**config.mk**
```make
export PLATFORM = sky130hd
export DESIGN_NAME = morton3d_bigmin
export DESIGN_NICKNAME = d
export VERILOG_FILES = /design/src/hdl/mb3d_pkg.sv /design/src/hdl/mb3d_cell.sv /design/src/hdl/morton3d_bigmin.sv
export SDC_FILE = /design/constraint.sdc
export NUM_CORES = 2
export LEC_CHECK = 0
export BUFFER_PORTS_ARGS = -buffer_cell sky130_fd_sc_hd__buf_2
export CAP_MARGIN = 20
export CORE_MARGIN = 1
export CORE_UTILIZATION = 66
export DETAILED_ROUTE_END_ITERATION = 6
export PLACE_DENSITY = 0.95
export SKIP_LAST_GASP = 1
export SLEW_MARGIN = 20
export SYNTH_ARGS = -nofsm -noshare
export SYNTH_HDL_FRONTEND = slang
export SYNTH_HIERARCHICAL = 1
export SYNTH_SLANG_ARGS = --single-unit
```
**constraint.sdc**
```tcl
create_clock -name clock -period 181.4 [get_ports clock]
set_input_delay 18.14 -clock clock [delete_from_list [all_inputs] [get_ports clock]]
set_output_delay 18.14 -clock clock [all_outputs]
set_load 0.1 [all_outputs]
```
**src/hdl/mb3d_pkg.sv**
```systemverilog
// ----------------------------------------------------------------------------
// mb3d_pkg: shared types and constants for the 3D Morton BIGMIN search
// Decision codes for the (code, min, max) bit triple and the status that
// rides along the cell chain with each item.
// ----------------------------------------------------------------------------
package mb3d_pkg;

   localparam int AXIS_BITS_DEFAULT = 10;
   localparam int AXES              = 3;

   // Triple codes, ordered {code bit, min bit, max bit}
   localparam logic [2:0] TRIP_SPLIT    = 3'b001;
   localparam logic [2:0] TRIP_RAISE    = 3'b101;
   localparam logic [2:0] TRIP_TAKE_MIN = 3'b011;
   localparam logic [2:0] TRIP_TAKE_CND = 3'b100;
   localparam logic [2:0] TRIP_BAD_LO   = 3'b010;
   localparam logic [2:0] TRIP_BAD_HI   = 3'b110;

   typedef struct packed {
      logic valid;
      logic done;
      logic bad;
   } stat_type;

endpackage

```
**src/hdl/mb3d_cell.sv**
```systemverilog
// ----------------------------------------------------------------------------
// mb3d_cell: one bit position of the BIGMIN scan
// Applies the decision table at bit BIT to the item it holds and registers
// the updated min, max and candidate for the next cell down the chain.
// ----------------------------------------------------------------------------
module mb3d_cell #(
   parameter int CODE_BITS = 3 * mb3d_pkg::AXIS_BITS_DEFAULT,
   parameter int BIT       = 0
) (
   input  logic                    clock,
   input  logic                    reset,
   input  logic                    advance,
   input  logic [CODE_BITS-1:0]    in_code,
   input  logic [CODE_BITS-1:0]    in_lo,
   input  logic [CODE_BITS-1:0]    in_hi,
   input  logic [CODE_BITS-1:0]    in_cand,
   input  mb3d_pkg::stat_type      in_stat,
   output logic [CODE_BITS-1:0]    out_code,
   output logic [CODE_BITS-1:0]    out_lo,
   output logic [CODE_BITS-1:0]    out_hi,
   output logic [CODE_BITS-1:0]    out_cand,
   output mb3d_pkg::stat_type      out_stat
);

   localparam logic [CODE_BITS-1:0] BIT_MASK = {{(CODE_BITS-1){1'b0}}, 1'b1} << BIT;

   logic [CODE_BITS-1:0] below_mask;
   logic [CODE_BITS-1:0] code_ff, code_in;
   logic [CODE_BITS-1:0] lo_ff, lo_in;
   logic [CODE_BITS-1:0] hi_ff, hi_in;
   logic [CODE_BITS-1:0] cand_ff, cand_in;
   mb3d_pkg::stat_type   stat_ff, stat_in;
   logic [2:0]           trip;

   // lower bits of the same axis as BIT
   for (genvar j = 0; j < CODE_BITS; j++) begin : g_below
      assign below_mask[j] = (j < BIT) && ((j % mb3d_pkg::AXES) == (BIT % mb3d_pkg::AXES));
   end

   assign trip = {in_code[BIT], in_lo[BIT], in_hi[BIT]};

   always_comb begin
      code_in = in_code;
      lo_in   = in_lo;
      hi_in   = in_hi;
      cand_in = in_cand;
      stat_in = in_stat;
      // a finished item passes through untouched
      if (!in_stat.done) begin
         case (trip)
            mb3d_pkg::TRIP_SPLIT: begin
               cand_in = (in_lo & ~below_mask) | BIT_MASK;
               hi_in   = (in_hi | below_mask) & ~BIT_MASK;
            end
            mb3d_pkg::TRIP_RAISE: begin
               lo_in = (in_lo & ~below_mask) | BIT_MASK;
            end
            mb3d_pkg::TRIP_TAKE_MIN: begin
               cand_in      = in_lo;
               stat_in.done = 1'b1;
            end
            mb3d_pkg::TRIP_TAKE_CND: begin
               stat_in.done = 1'b1;
            end
            mb3d_pkg::TRIP_BAD_LO, mb3d_pkg::TRIP_BAD_HI: begin
               stat_in.bad = 1'b1;
            end
            default: begin
            end
         endcase
      end
   end

   always_ff @(posedge clock) begin
      if (reset) begin
         stat_ff <= '0;
      end else if (advance) begin
         stat_ff <= stat_in;
      end
   end

   always_ff @(posedge clock) begin
      if (advance) begin
         code_ff <= code_in;
         lo_ff   <= lo_in;
         hi_ff   <= hi_in;
         cand_ff <= cand_in;
      end
   end

   assign out_code = code_ff;
   assign out_lo   = lo_ff;
   assign out_hi   = hi_ff;
   assign out_cand = cand_ff;
   assign out_stat = stat_ff;

endmodule

```
**src/hdl/morton3d_bigmin.sv**
```systemverilog
// ----------------------------------------------------------------------------
// morton3d_bigmin: BIGMIN search for 3D Morton codes
// Returns the smallest code inside a query box above a given code.
// ----------------------------------------------------------------------------
// Usage:
//   req channel carries one query item: code, box_min, box_max (Morton codes).
//   rsp channel returns one item per query: next_code and bad_range.
//   Each bit position is a cell in a chain of 3*AXIS_BITS registered cells,
//   top bit first; the last cell's registers drive the rsp channel.
//   Throughput: one item per cycle while the receiver does not stall, set by the single-stage cells.
//   When the receiver stalls with a result waiting, the whole chain holds and
//   req_tready drops; items in flight keep their order and none are lost.
//   While the last cell is empty the chain keeps moving and req_tready is high.
//   Reset clears all item valid flags; no result is presented after reset
//   until a query has gone through the chain.
// ----------------------------------------------------------------------------
module morton3d_bigmin #(
   parameter int AXIS_BITS = mb3d_pkg::AXIS_BITS_DEFAULT,
   parameter int CODE_BITS = mb3d_pkg::AXES * AXIS_BITS,
   parameter int REQ_W     = ((3 * CODE_BITS + 7) / 8) * 8,
   parameter int RSP_W     = ((CODE_BITS + 1 + 7) / 8) * 8
) (
   input  logic             clock,
   input  logic             reset,
   input  logic             req_tvalid,
   output logic             req_tready,
   input  logic [REQ_W-1:0] req_tdata,   // code, box_min, box_max, zero pad
   output logic             rsp_tvalid,
   input  logic             rsp_tready,
   output logic [RSP_W-1:0] rsp_tdata    // next_code, bad_range, zero pad
);

   logic [CODE_BITS-1:0] code_w [0:CODE_BITS];
   logic [CODE_BITS-1:0] lo_w   [0:CODE_BITS];
   logic [CODE_BITS-1:0] hi_w   [0:CODE_BITS];
   logic [CODE_BITS-1:0] cand_w [0:CODE_BITS];
   mb3d_pkg::stat_type   stat_w [0:CODE_BITS];
   logic                 advance;

   // move the chain unless a finished result is waiting on the receiver
   assign advance    = !stat_w[CODE_BITS].valid || rsp_tready;
   assign req_tready = advance;

   assign code_w[0]       = req_tdata[CODE_BITS-1:0];
   assign lo_w[0]         = req_tdata[2*CODE_BITS-1:CODE_BITS];
   assign hi_w[0]         = req_tdata[3*CODE_BITS-1:2*CODE_BITS];
   assign cand_w[0]       = '0;
   assign stat_w[0].valid = req_tvalid;
   assign stat_w[0].done  = 1'b0;
   assign stat_w[0].bad   = 1'b0;

   for (genvar k = 0; k < CODE_BITS; k++) begin : g_cell
      mb3d_cell #(
         .CODE_BITS (CODE_BITS),
         .BIT       (CODE_BITS - 1 - k)
      ) u_cell (
         .clock    (clock),
         .reset    (reset),
         .advance  (advance),
         .in_code  (code_w[k]),
         .in_lo    (lo_w[k]),
         .in_hi    (hi_w[k]),
         .in_cand  (cand_w[k]),
         .in_stat  (stat_w[k]),
         .out_code (code_w[k+1]),
         .out_lo   (lo_w[k+1]),
         .out_hi   (hi_w[k+1]),
         .out_cand (cand_w[k+1]),
         .out_stat (stat_w[k+1])
      );
   end

   assign rsp_tvalid = stat_w[CODE_BITS].valid;
   assign rsp_tdata  = RSP_W'({stat_w[CODE_BITS].bad, cand_w[CODE_BITS]});

   // an empty output stage must never block new items
   a_ready_when_empty: assert property (@(posedge clock) disable iff (reset)
      !rsp_tvalid |-> req_tready)
      else $error("req_tready low with empty output stage");

   // a stalled result must freeze the intake as well
   a_stall_blocks_intake: assert property (@(posedge clock) disable iff (reset)
      rsp_tvalid && !rsp_tready |-> !req_tready)
      else $error("intake open while result stalled");

   // reset empties the chain
   a_reset_empties: assert property (@(posedge clock)
      reset |=> !rsp_tvalid)
      else $error("result presented right after reset");

endmodule
```
Yosys cells after proc, flatten, opt, wreduce, memory -nomap -nowiden --
Cells that the tools add are included.
Cells by class: reductions and logical operators 61, equal/unequal tests 178, multiplexer cells 255
Operator list (number):
- one-hot mux 30 bit (2 select lines) | 30
- two-way mux 30 bit | 29
- equality test 3 bit (second input constant) | 88
- equality test 3 x 2 -> 1 bit (second input constant) | 60
- OR reduction 2 bit | 59
- two-way mux 26 bit | 4
- two-way mux 25 bit | 4
- two-way mux 24 bit | 4
- two-way mux 23 bit | 4
- equality test 3 x 1 -> 1 bit (second input constant) | 30
- two-way mux 22 bit | 4
- two-way mux 21 bit | 4
- two-way mux 20 bit | 4
- two-way mux 19 bit | 4
- two-way mux 18 bit | 4
- two-way mux 17 bit | 4
- two-way mux 16 bit | 4
- two-way mux 2 bit | 32
- two-way mux 1 bit | 62
- two-way mux 15 bit | 4
- two-way mux 29 bit | 2
- two-way mux 14 bit | 4
- two-way mux 28 bit | 2
- two-way mux 27 bit | 2
- 13 further kinds | 46
Word-level totals: output and inout bits 34, register bits after elaboration 2729, input bits 100, logic and storage cells 702

Longest topological paths before layout --
depth in word-level cells 4, mapped depth 4, mapped depth without buffers 3

Modules after synthesis --
The synthesis kept the hierarchy.
Modules (own cells, without submodules):
- mb3d_cell (g_cell[18].u_cell ...) | cells an instance 186, times used 3, area an instance 4332.9 sq um
- mb3d_cell (g_cell[21].u_cell ...) | cells an instance 182, times used 3, area an instance 4319.1 sq um
- mb3d_cell (g_cell[0].u_cell ...) | cells an instance 209, times used 3, area an instance 4317.9 sq um
- mb3d_cell (g_cell[3].u_cell ...) | cells an instance 205, times used 3, area an instance 4316.6 sq um
- mb3d_cell (g_cell[6].u_cell ...) | cells an instance 201, times used 3, area an instance 4305.4 sq um
- mb3d_cell (g_cell[10].u_cell ...) | cells an instance 197, times used 3, area an instance 4286.6 sq um
- mb3d_cell (g_cell[12].u_cell ...) | cells an instance 193, times used 3, area an instance 4267.8 sq um
- mb3d_cell (g_cell[15].u_cell ...) | cells an instance 189, times used 3, area an instance 4239.1 sq um
- mb3d_cell (g_cell[24].u_cell ...) | cells an instance 176, times used 3, area an instance 4166.5 sq um
- mb3d_cell (g_cell[27].u_cell ...) | cells an instance 170, times used 3, area an instance 4141.5 sq um
- morton3d_bigmin | cells an instance 3, times used 1, area an instance 17.5 sq um

Worst setup path before layout --
OpenSTA, ideal clock, no wires.
path type input port to output port, start point in rsp_tready, end point out req_tready, arrival 107.173 ns, path buffers 0, data required time 163.260 ns, setup slack 56.087 ns, cell stages on the path 1, cell sequence nand2b_1
On the way: word-level cells in the longest chain between the ends 1
RTL lines:
- from (decl) | line morton3d_bigmin.sv:29 | input logic rsp_tready,
- logical OR 1 bit | line morton3d_bigmin.sv:41 | assign advance = !stat_w[CODE_BITS].valid || rsp_tready;
- to (decl) | line morton3d_bigmin.sv:26 | output logic req_tready,
Every way passes these cells.

Worst setup path after layout --
Same ends and word-level chain as after synthesis.

==> results.yml <==
clocking:
  cts_setup_buffers: 0
  cts_buffers: 238
  cts_tree: "built"
  clkSinkCount: 2729
  clockRootBuffer: "clkbuf_16"
  hold_buffers: 0
  htree_num_levels: 4
  clk_latency_ps: 910
  clk_path_buf_depth: 3
  cts_resized: 0
  path_clk_slew_ps: 60
yosys:
  syn_area_um2: 99000
  syn_inst: 4730
  avgSynthCellArea_um2: 20.93
  ys_warn_count: 6
sta:
  finalSetupTns_ps: 0
  relSlewSlack_pct: 23.93
  worst_pin_slew_ps: 1141
  slew_viol_final: 0
  skew_ps: 89.79
  timing.fmax_ghz: 0.02687
  period_share_pct: 20.52
  fin_crit_ps: 37220
  rsz0062_at_grt: "no"
  hold_viol_final: 0
  finalSetupViolCount: 0
  worst_hold_slack_ps: 375.4
critical_path:
  reg2reg_depth: 8
  cp.required_ps: 163260
  worst_setup_path_start_kind: "primary input"
  regToRegSetupSlack_ps: 174340
  cp-end-kind: "output pin"
  crit_path_max_fanout: 5
  cp_slowest_stage_delay_ps: 500
  r2r-start: "g_cell[29].u_cell/out_stat[2]"
  crit_cells: 3
  crit_arrival_ps: 19080
  critPathBufInv: 2
  cpMostUsedCell: "buf_2"
  cp_top_family: "buffers and inverters"
  crit_slowest_cell: "buf_2"
  worst-setup-path-type: "in2out"
  cp_cell_sequence: "buf_2, nand2b_4, buf_2"
  r2r_end: "g_cell[11].u_cell/out_code[5]"
layout:
  final_core_util_pct: 73.89
  stdcell_count: 7283
  nNetsFinal: 5174
  num-fill-cells: 6984
  drive_gt1_share_pct: 28.18
  area_delta_synth_final_pct: 10.74
  layout_commonest_cell: "edfxtp_1"
  multi_input_area_um2: 16190
  fin_area_um2: 109600
  final_cell_mix: "2,640 x edfxtp_1, 549 x mux2_2, 240 x clkbuf_16"
  regArea_um2: 81060
global_route:
  grt_pass1_vias: 45222
  track_usage_pct: 22.82
  grt_start_max_net_pins: 216
  antenna_found_initial: 1
  grt_overflow: 0
  grt_pass1_wl_um: 260600
die:
  die_w_um: 389.3
  start_util_pct: 66.72
  ios: 134
  die_h_um: 389.3
  die_area_um2: 151600
  row_count: 141
  core_area_um2: 148400
power:
  p_leak_nw: 40.84
  p_per_area_nw_per_um2: 13.28
  max-vdd-ir-drop_mv: 0.01367
detailed_routing:
  vias_per_cell: 5.814
  vias: 42344
  drtIter0Drc: 3414
  antenna_left: 0
  drt-total-wl_um: 172900
  first_pass_iters: 6
  drc_errors: 0
  wl_per_cell_um: 23.74
hold_path:
  hold_depth: 0
  min-delay-start: "g_cell[1].u_cell/out_code[13]"
  hold_class: "reg2reg"
  min_to: "g_cell[2].u_cell/out_code[13]"
placed_design:
  place_congestion: 0.7403
  placed_cells: 6835
  placed_area_um2: 101500
  port_buffers: 126
  hpwl_um: 88110
run_status:
  status: "finished, final reports clean"
run:
  maxCapViolations: 0
cell type report:
class	instances	area share, %
Antenna cell	1	0.002283
Clock buffer	321	5.984
Clock inverter	125	1.357
Inverter	173	0.5923
Multi-Input combinational cell	1743	14.76
Sequential cell	2729	73.94
Tap cell	2002	2.285
Timing Repair Buffer	189	1.081
per-stage QoR:
| stage | setup WS, ps | power [mW] |
|---|---|---|
| after floorplan | 78890 | 0.9106 |
| after global placement | 144160 | 0.9218 |
| after detailed placement | 144160 | 0.9414 |
| after CTS | 144160 | 1.465 |
| after global routing | 144140 | 1.497 |
| final | 144180 | 1.455 |
flip-flops by register name (all words and copies together) (netlist names):
name	cells
g_cell.u_cell/out_hi	435
g_cell.u_cell/out_code	435
g_cell.u_cell/out_lo	870
g_cell.u_cell/out_stat	89
g_cell.u_cell/out_cand	900
metal layers:
layer / vias up / wire (µm) / global-route usage, %
li1: 18854 / - / -
met1: 21501 / 56580 / 22.44
met2: 1553 / 100900 / 45.45
met3: 436 / 7228 / 3.441
met4: 0 / 8173 / 11.42
met5: - / 0 / 0
worst reg2reg max path: cells and delay by family, from the launching register on:
| kind | cells | cell delay, ps |
|---|---|---|
| flip-flops | 1 | 360 |
| buffers and inverters | 7 | 6030 |
| AND/OR/NAND/NOR | 1 | 300 |
where the power goes:
| part | internal, mW | total (mW) | leakage (nW) | switching, mW |
|---|---|---|---|---|
| Clock | 0.288 | 0.515 | 3.90 | 0.227 |
| Sequential | 0.793 | 0.834 | 29.0 | 0.0414 |
| Combinational | 0.0538 | 0.106 | 7.97 | 0.0523 |
how the worst max path moves through the flow:
stage                     from  slack, ps          to
floorplan           rsp_tready      78890  req_tready
global placement    rsp_tready     144160  req_tready
detailed placement  rsp_tready     144160  req_tready
CTS                 rsp_tready     144160  req_tready
global route        rsp_tready     144140  req_tready
finish              rsp_tready     144180  req_tready
Note: power is estimated with default switching activity, not from simulation.
